## src/rtl/lrupr_pkg.sv

```systemverilog
// Shared types and constants for the LRU page replacement block.
// Used by lrupr_cell and lru_page_replacement; depends on nothing else.
package lrupr_pkg;

    localparam int CFG_W   = 5;
    localparam int FAULT_W = 32;

    localparam logic [CFG_W-1:0] CFG_RESET = 5'd16;

    // Action broadcast from the control to every cell once a scan finishes.
    typedef enum logic [1:0] {
        UPD_NONE,
        UPD_HIT,
        UPD_FILL,
        UPD_EVICT
    } t_upd_kind;

    // Flags that travel with a probe from cell to cell.
    typedef struct packed {
        logic valid;
        logic hit;
        logic free_found;
        logic lru_found;
    } t_probe_flags;

endpackage

```

## src/rtl/lru_page_replacement.sv

```systemverilog
// LRU page replacement: a row of FRAMES cells scanned by a moving probe,
// plus the decision and counter logic. Depends on lrupr_pkg and lrupr_cell.
//
//  channel   handshake                 payload
//  -------   -----------------------   ------------------------------------------
//  request   start, busy               i_page_number
//  result    o_result_valid (strobe)   o_hit, o_evicted, o_evicted_page,
//                                      o_frame_slot, o_fault_total
//  config    i_cfg_valid, o_cfg_ready  i_cfg_data (frames_in_use)
//
// The probe crosses the row one cell per clock. In the cycle it leaves the last
// cell, the control decides, updates every cell and registers the result.
// The result strobe is high in the cycle busy drops, so the next request can be
// taken while that result is on the ports. The receiver cannot stall.
// Configuration writes are held off while a request is in the row.
// Reset clears all frames, the fault count and sets frames_in_use to 16.
module lru_page_replacement import lrupr_pkg::*; #(
    parameter int FRAMES    = 16,
    parameter int PAGE_BITS = 16
) (
    input  logic                        i_clk,
    input  logic                        i_rst_n,
    input  logic                        start,
    output logic                        busy,
    input  logic [PAGE_BITS-1:0]        i_page_number,
    output logic                        o_result_valid,
    output logic                        o_hit,
    output logic                        o_evicted,
    output logic [PAGE_BITS-1:0]        o_evicted_page,
    output logic [$clog2(FRAMES)-1:0]   o_frame_slot,
    output logic [FAULT_W-1:0]          o_fault_total,
    input  logic                        i_cfg_valid,
    output logic                        o_cfg_ready,
    input  logic [CFG_W-1:0]            i_cfg_data
);

    localparam int RANK_W = $clog2(FRAMES);
    localparam int CNT_W  = $clog2(FRAMES + 1);
    localparam int LIM_W  = (CNT_W > CFG_W) ? CNT_W : CFG_W;

    // Probe taps: index 0 is the injected request, index FRAMES is the last cell.
    t_probe_flags         w_flags     [FRAMES+1];
    logic [PAGE_BITS-1:0] w_page      [FRAMES+1];
    logic [RANK_W-1:0]    w_hit_slot  [FRAMES+1];
    logic [RANK_W-1:0]    w_hit_rank  [FRAMES+1];
    logic [RANK_W-1:0]    w_free_slot [FRAMES+1];
    logic [RANK_W-1:0]    w_lru_slot  [FRAMES+1];
    logic [PAGE_BITS-1:0] w_lru_page  [FRAMES+1];

    logic                 r_busy;
    logic [CFG_W-1:0]     r_frames_in_use;
    logic [CNT_W-1:0]     r_count, n_count;
    logic [FAULT_W-1:0]   r_fault, n_fault;

    logic                 r_res_valid;
    logic                 r_hit, n_hit;
    logic                 r_evicted, n_evicted;
    logic [PAGE_BITS-1:0] r_ev_page, n_ev_page;
    logic [RANK_W-1:0]    r_slot, n_slot;

    t_upd_kind            upd_kind;
    logic [RANK_W-1:0]    upd_bound;
    logic [RANK_W-1:0]    lru_rank;
    logic [LIM_W-1:0]     cfg_ext;
    logic [LIM_W-1:0]     lim;
    logic                 accept;
    logic                 done;
    t_probe_flags         last;

    assign accept = start && !r_busy;
    assign last   = w_flags[FRAMES];
    assign done   = last.valid;

    always_comb begin
        w_flags[0]            = '0;
        w_flags[0].valid      = accept;
        w_page[0]             = i_page_number;
        w_hit_slot[0]         = '0;
        w_hit_rank[0]         = '0;
        w_free_slot[0]        = '0;
        w_lru_slot[0]         = '0;
        w_lru_page[0]         = '0;
    end

    // The resident ranks are always 0 .. count-1, so the oldest frame has count-1.
    assign lru_rank = RANK_W'(r_count - CNT_W'(1));

    for (genvar g = 0; g < FRAMES; g++) begin : g_cell
        lrupr_cell #(
            .FRAMES    (FRAMES),
            .PAGE_BITS (PAGE_BITS),
            .CELL_IDX  (g)
        ) u_cell (
            .i_clk       (i_clk),
            .i_rst_n     (i_rst_n),
            .i_flags     (w_flags[g]),
            .i_page      (w_page[g]),
            .i_hit_slot  (w_hit_slot[g]),
            .i_hit_rank  (w_hit_rank[g]),
            .i_free_slot (w_free_slot[g]),
            .i_lru_slot  (w_lru_slot[g]),
            .i_lru_page  (w_lru_page[g]),
            .i_lru_rank  (lru_rank),
            .o_flags     (w_flags[g+1]),
            .o_page      (w_page[g+1]),
            .o_hit_slot  (w_hit_slot[g+1]),
            .o_hit_rank  (w_hit_rank[g+1]),
            .o_free_slot (w_free_slot[g+1]),
            .o_lru_slot  (w_lru_slot[g+1]),
            .o_lru_page  (w_lru_page[g+1]),
            .i_upd_kind  (upd_kind),
            .i_upd_slot  (n_slot),
            .i_upd_bound (upd_bound),
            .i_upd_page  (w_page[FRAMES])
        );
    end

    // A limit of zero acts as one, and a limit above the row acts as the row.
    always_comb begin
        cfg_ext = LIM_W'(r_frames_in_use);
        if (cfg_ext == '0) begin
            lim = LIM_W'(1);
        end else if (cfg_ext > LIM_W'(FRAMES)) begin
            lim = LIM_W'(FRAMES);
        end else begin
            lim = cfg_ext;
        end
    end

    always_comb begin
        upd_kind  = UPD_NONE;
        upd_bound = '0;
        n_count   = r_count;
        n_fault   = r_fault;
        n_hit     = 1'b0;
        n_evicted = 1'b0;
        n_ev_page = '0;
        n_slot    = '0;
        if (done) begin
            if (last.hit) begin
                upd_kind  = UPD_HIT;
                upd_bound = w_hit_rank[FRAMES];
                n_hit     = 1'b1;
                n_slot    = w_hit_slot[FRAMES];
            end else begin
                if (r_fault != '1) begin
                    n_fault = r_fault + FAULT_W'(1);
                end
                if (LIM_W'(r_count) < lim) begin
                    upd_kind = UPD_FILL;
                    n_slot   = w_free_slot[FRAMES];
                    n_count  = r_count + CNT_W'(1);
                end else begin
                    upd_kind  = UPD_EVICT;
                    upd_bound = lru_rank;
                    n_slot    = w_lru_slot[FRAMES];
                    n_evicted = 1'b1;
                    n_ev_page = w_lru_page[FRAMES];
                end
            end
        end
    end

    always_ff @(posedge i_clk) begin
        if (!i_rst_n) begin
            r_busy          <= 1'b0;
            r_frames_in_use <= CFG_RESET;
            r_count         <= '0;
            r_fault         <= '0;
            r_res_valid     <= 1'b0;
        end else begin
            if (accept) begin
                r_busy <= 1'b1;
            end else if (done) begin
                r_busy <= 1'b0;
            end
            if (i_cfg_valid && o_cfg_ready) begin
                r_frames_in_use <= i_cfg_data;
            end
            r_count     <= n_count;
            r_fault     <= n_fault;
            r_res_valid <= done;
        end
    end

    always_ff @(posedge i_clk) begin
        if (done) begin
            r_hit     <= n_hit;
            r_evicted <= n_evicted;
            r_ev_page <= n_ev_page;
            r_slot    <= n_slot;
        end
    end

    assign busy           = r_busy;
    assign o_cfg_ready    = !r_busy;
    assign o_result_valid = r_res_valid;
    assign o_hit          = r_hit;
    assign o_evicted      = r_evicted;
    assign o_evicted_page = r_ev_page;
    assign o_frame_slot   = r_slot;
    assign o_fault_total  = r_fault;

`ifndef SYNTHESIS
    // A fill needs a free frame somewhere in the row.
    a_fill_has_free: assert property (@(posedge i_clk) disable iff (!i_rst_n)
        (done && !last.hit && LIM_W'(r_count) < lim) |-> last.free_found)
        else $error("fill decided but no free frame was found");

    // An eviction needs a frame holding the oldest rank.
    a_evict_has_lru: assert property (@(posedge i_clk) disable iff (!i_rst_n)
        (done && !last.hit && !(LIM_W'(r_count) < lim)) |-> last.lru_found)
        else $error("eviction decided but no least recent frame was found");

    // Only one request is in the row at a time.
    a_single_probe: assert property (@(posedge i_clk) disable iff (!i_rst_n)
        done |-> r_busy && !accept)
        else $error("scan finished outside a busy request");

    a_result_after_scan: assert property (@(posedge i_clk) disable iff (!i_rst_n)
        done |=> o_result_valid && !busy)
        else $error("result strobe missing after scan");

    a_count_bound: assert property (@(posedge i_clk) disable iff (!i_rst_n)
        LIM_W'(r_count) <= LIM_W'(FRAMES))
        else $error("resident count exceeds frame count");
`endif

endmodule

```

## src/rtl/lrupr_cell.sv

```systemverilog
// One frame of the replacement row: resident page, valid bit and recency rank,
// plus one stage of the probe that walks the row. Depends on lrupr_pkg.
module lrupr_cell import lrupr_pkg::*; #(
    parameter int FRAMES    = 16,
    parameter int PAGE_BITS = 16,
    parameter int CELL_IDX  = 0
) (
    input  logic                        i_clk,
    input  logic                        i_rst_n,
    // Probe coming from the left neighbor.
    input  t_probe_flags                i_flags,
    input  logic [PAGE_BITS-1:0]        i_page,
    input  logic [$clog2(FRAMES)-1:0]   i_hit_slot,
    input  logic [$clog2(FRAMES)-1:0]   i_hit_rank,
    input  logic [$clog2(FRAMES)-1:0]   i_free_slot,
    input  logic [$clog2(FRAMES)-1:0]   i_lru_slot,
    input  logic [PAGE_BITS-1:0]        i_lru_page,
    // Rank that marks the least recently used frame.
    input  logic [$clog2(FRAMES)-1:0]   i_lru_rank,
    // Probe handed to the right neighbor.
    output t_probe_flags                o_flags,
    output logic [PAGE_BITS-1:0]        o_page,
    output logic [$clog2(FRAMES)-1:0]   o_hit_slot,
    output logic [$clog2(FRAMES)-1:0]   o_hit_rank,
    output logic [$clog2(FRAMES)-1:0]   o_free_slot,
    output logic [$clog2(FRAMES)-1:0]   o_lru_slot,
    output logic [PAGE_BITS-1:0]        o_lru_page,
    // State update broadcast to all cells.
    input  t_upd_kind                   i_upd_kind,
    input  logic [$clog2(FRAMES)-1:0]   i_upd_slot,
    input  logic [$clog2(FRAMES)-1:0]   i_upd_bound,
    input  logic [PAGE_BITS-1:0]        i_upd_page
);

    localparam int RANK_W = $clog2(FRAMES);
    localparam logic [RANK_W-1:0] MY_IDX = RANK_W'(CELL_IDX);

    logic [PAGE_BITS-1:0] r_page;
    logic                 r_valid;
    logic [RANK_W-1:0]    r_rank;

    t_probe_flags         r_flags, n_flags;
    logic [PAGE_BITS-1:0] r_pg;
    logic [RANK_W-1:0]    r_hit_slot, n_hit_slot;
    logic [RANK_W-1:0]    r_hit_rank, n_hit_rank;
    logic [RANK_W-1:0]    r_free_slot, n_free_slot;
    logic [RANK_W-1:0]    r_lru_slot, n_lru_slot;
    logic [PAGE_BITS-1:0] r_lru_page, n_lru_page;

    logic match;

    assign match = r_valid && (r_page == i_page);

    always_comb begin
        n_flags     = i_flags;
        n_hit_slot  = i_hit_slot;
        n_hit_rank  = i_hit_rank;
        n_free_slot = i_free_slot;
        n_lru_slot  = i_lru_slot;
        n_lru_page  = i_lru_page;
        if (match && !i_flags.hit) begin
            n_flags.hit = 1'b1;
            n_hit_slot  = MY_IDX;
            n_hit_rank  = r_rank;
        end
        if (!r_valid && !i_flags.free_found) begin
            n_flags.free_found = 1'b1;
            n_free_slot        = MY_IDX;
        end
        if (r_valid && (r_rank == i_lru_rank) && !i_flags.lru_found) begin
            n_flags.lru_found = 1'b1;
            n_lru_slot        = MY_IDX;
            n_lru_page        = r_page;
        end
    end

    // Probe stage: shifts one cell to the right on every clock.
    always_ff @(posedge i_clk) begin
        if (!i_rst_n) begin
            r_flags <= '0;
        end else begin
            r_flags <= n_flags;
        end
        r_pg        <= i_page;
        r_hit_slot  <= n_hit_slot;
        r_hit_rank  <= n_hit_rank;
        r_free_slot <= n_free_slot;
        r_lru_slot  <= n_lru_slot;
        r_lru_page  <= n_lru_page;
    end

    // Frame state. The chosen frame becomes most recent; other valid frames
    // that were more recent than the bound age by one, and a fill ages all.
    always_ff @(posedge i_clk) begin
        if (!i_rst_n) begin
            r_valid <= 1'b0;
            r_rank  <= '0;
        end else if (i_upd_kind != UPD_NONE) begin
            if (i_upd_slot == MY_IDX) begin
                r_valid <= 1'b1;
                r_rank  <= '0;
            end else if (r_valid && (i_upd_kind == UPD_FILL || r_rank < i_upd_bound)) begin
                r_rank <= r_rank + RANK_W'(1);
            end
        end
    end

    always_ff @(posedge i_clk) begin
        if ((i_upd_kind == UPD_FILL || i_upd_kind == UPD_EVICT) && i_upd_slot == MY_IDX) begin
            r_page <= i_upd_page;
        end
    end

    assign o_flags     = r_flags;
    assign o_page      = r_pg;
    assign o_hit_slot  = r_hit_slot;
    assign o_hit_rank  = r_hit_rank;
    assign o_free_slot = r_free_slot;
    assign o_lru_slot  = r_lru_slot;
    assign o_lru_page  = r_lru_page;

endmodule

```

## config.mk

```make
export PLATFORM = sky130hd
export DESIGN_NAME = lru_page_replacement
export DESIGN_NICKNAME = d
export VERILOG_FILES = /design/src/rtl/lrupr_pkg.sv /design/src/rtl/lru_page_replacement.sv /design/src/rtl/lrupr_cell.sv
export SDC_FILE = /design/constraint.sdc
export NUM_CORES = 2
export LEC_CHECK = 0
export ABC_AREA = 0
export BUFFER_PORTS_ARGS = -buffer_cell sky130_fd_sc_hd__buf_2
export CORE_MARGIN = 5
export CORE_UTILIZATION = 50
export CTS_CLUSTER_SIZE = 40
export DETAILED_ROUTE_END_ITERATION = 6
export HOLD_SLACK_MARGIN = 0.15
export PLACE_DENSITY_LB_ADDON = 0.1
export SYNTH_ARGS = -nofsm -noshare
export SYNTH_HDL_FRONTEND = slang
export SYNTH_SLANG_ARGS = --single-unit
```

## constraint.sdc

```tcl
create_clock -name i_clk -period 4.9 [get_ports i_clk]
set_input_delay 0.245 -clock i_clk [delete_from_list [all_inputs] [get_ports i_clk]]
set_output_delay 0.245 -clock i_clk [all_outputs]
set_load 0.005 [all_outputs]
```

# ---- Word-level counts from Yosys, hierarchy flattened
# Index checks and enable logic that the tools add are counted.
dict set report word_totals {
  register_bits 1187
  out_inout_bits 57
}
dict set report op_classes {
  add_sub_neg 19
  n_lt_le_gt_ge 18
  eq_ne 50
  mux 126
  bitwise 1
  n_reduce_logical 244
}
# operator n
set op_table {}
lappend op_table {{$eq 16x16->1} 16}
lappend op_table {{$mux 16} 15}
lappend op_table {{$mux 4} 53}
lappend op_table {{$logic_and 1x1->1} 111}
lappend op_table {{$add 4x1->4 const B} 16}
lappend op_table {{$eq 4x4->1} 16}
lappend op_table {{$lt 4x4->1} 16}
lappend op_table {{$reduce_and 2->1} 32}
lappend op_table {{$logic_not 1->1} 61}
lappend op_table {{$mux 1} 54}
lappend op_table {{$reduce_bool 2->1} 18}
lappend op_table {{$add 32x1->32 const B} 1}
lappend op_table {{$eq 4x4->1 const B} 8}
lappend op_table {{$ne 32x32->1 const B} 1}
lappend op_table {{$logic_or 1x1->1} 17}
lappend op_table {{$eq 4x3->1 const B} 4}
lappend op_table {{$mux 5} 2}
lappend op_table {{$eq 4x2->1 const B} 2}
lappend op_table {{$reduce_and 3->1} 2}
lappend op_table {{$add 5x1->5 const B} 1}
lappend op_table {{$gt 5x5->1 const B} 1}
lappend op_table {{$logic_not 5->1} 1}
lappend op_table {{$lt 5x5->1} 1}
lappend op_table {{$eq 2x2->1 const B} 2}
lappend op_table {{6 further kinds} 7}

# ---- Depth between registers and ports, before layout
dict set report logic_depth {
  depth_word 12
  depth_mapped 18
}

# ---- Cells and area by module
# A second synthesis with hierarchy kept.
dict set report hier_totals {
  hier_cells 3387
  hier_area_um2 43305.3
}
# module instances cells_each area_each_um2
set modules_own_cells {}
lappend modules_own_cells {{lrupr_cell (g_cell[1].u_cell ...)} 4 189 2513.7}
lappend modules_own_cells {{lrupr_cell (g_cell[10].u_cell ...)} 4 189 2508.7}
lappend modules_own_cells {{lrupr_cell (g_cell[11].u_cell ...)} 4 191 2496.1}
lappend modules_own_cells {{lrupr_cell (g_cell[12].u_cell ...)} 2 191 2497.4}
lappend modules_own_cells {lru_page_replacement 1 349 3234.4}
lappend modules_own_cells {{lrupr_cell (g_cell[0].u_cell)} 1 189 2511.2}
lappend modules_own_cells {{lrupr_cell (g_cell[15].u_cell)} 1 191 2491.1}

# ---- Worst setup path after synthesis
# OpenSTA, ideal clock, no wires.
dict set report synth_path {
  path_type {register to register}
  start {register r_count[0]}
  end {register g_cell[5].u_cell.r_rank[3]}
  setup_ns 0.134
  t_arrival_ns 4.067
  setup_slack_ns 0.699
  path_stages_with_launch 18
  n_path_buf 3
  period_less_slack_ns 4.201
  cell_sequence {dfxtp_1 -> buf_2 -> buf_2 -> inv_1 -> ha_1 -> xor2_1 -> buf_2 -> nand2_1 -> o21ai_0 -> nand2_1 -> ha_1 -> a21oi_1 -> o21ai_0 -> a311o_1 -> a21oi_1 -> nand4_1 -> xor2_1 -> nor2_1}
}
dict set report synth_via {
  elab_chain_cells 9
  elab_cells_between_ends 20
}
# item line
set synth_lines {}
lappend synth_lines {{start: declaration} lru_page_replacement.sv:52} ;# logic [CNT_W-1:0] r_count, n_count;
lappend synth_lines {{start signal: assignment} lru_page_replacement.sv:180} ;# r_count <= n_count;
lappend synth_lines {{$sub 4x1->4} lru_page_replacement.sv:86} ;# assign lru_rank = RANK_W'(r_count - CNT_W'(1));
lappend synth_lines {{via g_cell[0].u_cell.i_lru_rank[0]} lrupr_cell.sv:19} ;# input logic [$clog2(FRAMES)-1:0] i_lru_rank,
lappend synth_lines {{$mux 4} lru_page_replacement.sv:149} ;# if (LIM_W'(r_count) < lim) begin
lappend synth_lines {{$mux 4} lru_page_replacement.sv:140} ;# if (last.hit) begin
lappend synth_lines {{$mux 4} lru_page_replacement.sv:139} ;# if (done) begin
lappend synth_lines {{$lt 4x4->1} lrupr_cell.sv:102} ;# end else if (r_valid && (i_upd_kind == UPD_FILL || r_rank < i_upd_bound)) begin
lappend synth_lines {{$logic_or 1x1->1} lrupr_cell.sv:102}
lappend synth_lines {{$logic_and 1x1->1} lrupr_cell.sv:102}
lappend synth_lines {{$reduce_bool 2->1 (no source line)} n/a}
lappend synth_lines {{$reduce_and 2->1 (no source line)} n/a}
lappend synth_lines {{end signal: assignment} lrupr_cell.sv:103} ;# r_rank <= r_rank + RANK_W'(1);
lappend synth_lines {{end: declaration} lrupr_cell.sv:40} ;# logic [RANK_W-1:0] r_rank;
# The timed path passes the listed nets, and every way through them passes these cells.
# A chain may end at the register's enable or synchronous reset.

# ---- Worst setup path in the final report
dict set report layout_path {
  start {register r_frames_in_use[4] (netlist: cfg_ext[4])}
  end {register g_cell[4].u_cell.r_rank[2]}
}
dict set report layout_via {
  elab_chain_cells 12
  elab_cells_between_ends 23
}
# item line
set layout_lines {}
lappend layout_lines {{start: declaration} lru_page_replacement.sv:51} ;# logic [CFG_W-1:0] r_frames_in_use;
lappend layout_lines {{start signal: assignment} lru_page_replacement.sv:178} ;# r_frames_in_use <= i_cfg_data;
lappend layout_lines {{$gt 5x5->1} lru_page_replacement.sv:123} ;# end else if (cfg_ext > LIM_W'(FRAMES)) begin
lappend layout_lines {{$mux 5} lru_page_replacement.sv:123}
lappend layout_lines {{$mux 5 (*)} lru_page_replacement.sv:121} ;# if (cfg_ext == '0) begin
lappend layout_lines {{$lt 5x5->1 (*)} lru_page_replacement.sv:149}
lappend layout_lines {{$mux 4 / $mux 1 (equally long branches)} lru_page_replacement.sv:149}
lappend layout_lines {{$mux 4 / $mux 2 (equally long branches)} lru_page_replacement.sv:140}
lappend layout_lines {{$mux 4 / $mux 2 (equally long branches)} lru_page_replacement.sv:139}
lappend layout_lines {{$lt 4x4->1 / $eq 2x2->1 (equally long branches)} lrupr_cell.sv:102}
lappend layout_lines {{$logic_or 1x1->1} lrupr_cell.sv:102}
lappend layout_lines {{$logic_and 1x1->1} lrupr_cell.sv:102}
lappend layout_lines {{$reduce_bool 2->1 (no source line)} n/a}
lappend layout_lines {{$reduce_and 2->1 (no source line)} n/a}
lappend layout_lines {{end signal: assignment} lrupr_cell.sv:103}
lappend layout_lines {{end: declaration} lrupr_cell.sv:40}
# Mark *: on every way between the ends. The rest lies on a longest branch, timed or not.

==> reports/metrics.yaml <==
sta:
  final.period_utilization: 0.9198
  fin_crit_ns: 4.507
  final_max_slew_viol_count: 0
  finalHoldViolCount: 0
  rsz0062_at_grt: "no"
  final-setup-viol-count: 0
  fmaxAchievable_mhz: 221.9
  fin_tns_setup_ns: 0
  fin_worst_skew_ns: 0.02520
  worstMarginPinSlew_ns: 1.125
  slew_headroom: 0.2490
global_route:
  grt_max_degree: 70
  grt-ovfl-total: 0
  grt_use_total: 0.2029
  antenna_found_initial: 0
  grt_pass1_vias: 23350
  grt_pass1_wl_um: 137000
place:
  gp_congestion: 0.8212
  post_dp_cell_area_um2: 41920
  port_buffers: 81
  place_hpwl_um: 63780
detailed_routing:
  drt_wl_total_um: 88320
  drt-initial-drc-count: 1175
  ant_nets: 0
  wl_per_cell_um: 20.15
  routed-via-count: 22430
  via_per_inst: 5.117
  firstDrtPassIters: 4
  drc: 0
pwr:
  powerDensity_nw_per_um2: 418.9
  ir_drop_v: 0.0003622
  p_sw_frac: 0.2061
  internal-power_mw: 15.32
  p_seq_frac: 0.534
  combPwrFrac: 0.014
  p_clk_frac: 0.453
  p_leak_nw: 17.70
  switchingPower_mw: 3.978
clock_tree:
  clock_path_buffers: 3
  clock-sinks: 1187
  clk_pin_slew_ns: 0.07
  cts-htree-levels: 3
  clock_latency_ns: 0.69
  cts_tree: "done"
  cts_buffers: 116
  cts-root-buf: "clkbuf_16"
  cts_resized: 0
yosys:
  synth_top_area_cell: "dfxtp_1"
  synth_ff_type: "dfxtp_1"
  yosys.area.top_type_share: 0.4537
  synthTopCellsByArea: "dfxtp_1 (45%), edfxtp_1 (21%), mux2_2 (8.5%), xnor2_1 (5.9%), xor2_1 (2.8%)"
  synth_cells: 3021
  synth_fp_nets: 3117
  async_flop_share: 0
  yosysSeqAreaShare: 0.6618
  syn_area_um2: 40110
  yosys_warnings: 0
  ys_ff_latch: 1187
  synth_cell_types: 68
  postSynthAreaPerCell_um2: 13.28
  synth-edff-count: 278
floorplan:
  boundaryPins: 82
  die_w_um: 293.2
  core-area_um2: 79260
  die-area_um2: 85990
  row_count: 103
  start_util: 0.5061
  die_h_um: 293.2
layout:
  most-common-layout-cells: "dfxtp_1 (908), mux2_2 (301), edfxtp_1 (278)"
  drive_gt1_frac: 0.2146
  fillers: 6416
  nets: 3325
  area_growth_pct: 14.88
  seqCellArea_um2: 26550
  finish.instance_area_um2: 46080
  multi_input_area_um2: 13060
  mostFrequentLayoutCell: "dfxtp_1"
critical_path:
  crit_required_ns: 5.43
  crit_type: "reg2reg"
  start_kind: "flop"
  cp.arrival_ns: 5.04
  critPathMaxFanout: 16
  endpoint_kind: "flop"
flow_run:
  maxCapViolations: 0
status:
  status: "finished clean"
hold_path:
  min-delay-path-class: "in2reg"
## final cells by class
class / instances / area share
timing repair buffer: 154 / 0.02232
inverter: 71 / 0.005838
multi-input combinational: 1699 / 0.2834
clock buffer: 177 / 0.07339
antenna: 1 / 0.00005431
sequential: 1187 / 0.5761
clock inverter: 44 / 0.01040
tap: 1050 / 0.02851
## power by group through the flow
| stage | combinational, mW | sequential [mW] | clock (mW) |
|---|---|---|---|
| 2_1_floorplan | 0.170 | 10.4 | 0 |
| 3_3_place_gp | 0.239 | 10.5 | 0 |
| 3_5_place_dp | 0.241 | 10.5 | 0 |
| 4_1_cts | 0.265 | 10.3 | 8.93 |
| 5_1_grt | 0.287 | 10.3 | 9.35 |
| 6_report | 0.261 | 10.3 | 8.74 |
## routing by layer
layer / vias to the layer above / GRT usage / wire length [µm] / share of wire
met3: 151 / 0.02615 / 2974 / 0.034
met2: 401 / 0.3515 / 43650 / 0.49
li1: 10880 / - / - / -
met4: 0 / 0.05665 / 2103 / 0.024
met1: 11000 / 0.2704 / 39600 / 0.45
met5: - / 0 / 0 / 0
## state kept, by name, indices dropped and copies added, names as in the netlist
register / count
g_cell.u_cell.o_lru_page: 256
g_cell.u_cell.o_page: 256
g_cell.u_cell.r_page: 256
g_cell.u_cell.o_hit_rank: 64
g_cell.u_cell.r_rank: 64
g_cell.u_cell.o_flags: 62
g_cell.u_cell.o_free_slot: 49
g_cell.u_cell.o_hit_slot: 49
g_cell.u_cell.o_lru_slot: 49
o_fault_total: 32
g_cell.u_cell.r_valid: 16
o_evicted_page: 16
cfg_ext: 5
r_count: 5
o_frame_slot: 4
busy: 1
o_evicted: 1
o_hit: 1
o_result_valid: 1
## worst max-delay path, stage by stage, from the launching register on
cell	delay [ns]
dfxtp_1	0.32
inv_1	0.13
nand2_1	0.09
ha_1	0.30
and4_1	0.22
o211a_1	0.38
nor2_1	0.13
o31ai_1	0.25
nand2_1	0.63
ha_1	0.58
a2111oi_0	0.51
a221oi_1	0.24
nor3b_1	0.34
xnor2_1	0.17
nor3_1	0.06
## stage by stage
step	setup WS [ns]	hold WS [ns]	cells	total power, mW	utilization
finish	0.3929	0.2044	4383	19.30	0.5814
global route	0.1936	0.2119	4382	19.95	0.5814
CTS	0.4486	0.1623	4382	19.50	0.5814
detailed placement	0.5175	0.3543	4131	10.76	0.5289
global placement	0.6477	0.3556	4131	10.75	0.5289
floorplan	0.6994	0.2727	3021	10.61	-
## synth_stat cells, drive strengths merged, types with 60 or more instances
master	count
nor3	60
nand2	85
dfxtp	909
inv	70
ha	71
or2	79
nand4	73
nor2	172
xor2	128
mux2	301
edfxtp	278
a21oi	75
xnor2	273
## cell families (layout without fill, tap and decap cells)
group	after synthesis	in the layout	synth area share
other	0	1	0
XOR/XNOR	401	401	0.08774
multiplexers	313	313	0.08750
adder cells (fa/ha/maj)	71	71	0.02215
flip-flops	1187	1187	0.6618
buffers and inverters	135	446	0.01388
AO/OA/AOI/OAI	217	217	0.03600
AND/OR/NAND/NOR	697	697	0.09096
## path summary, 6_finish.rpt
kind,startpoint,endpoint,slack (ns),cells past startpoint
max,cfg_ext[4],g_cell[4].u_cell.r_rank[2],0.39,14
min,i_cfg_valid,cfg_ext[3],0.20,4
max reg2reg,cfg_ext[4],g_cell[4].u_cell.r_rank[2],0.39,14
min reg2reg,g_cell[13].u_cell.o_page[9],g_cell[14].u_cell.o_page[9],0.36,0
## timing repair
action,4_1_cts,5_1_grt
hold buffers,30,0
hold endpoints to repair,51,0
buffers inserted,0,0
(Power assumes the default switching activity.)
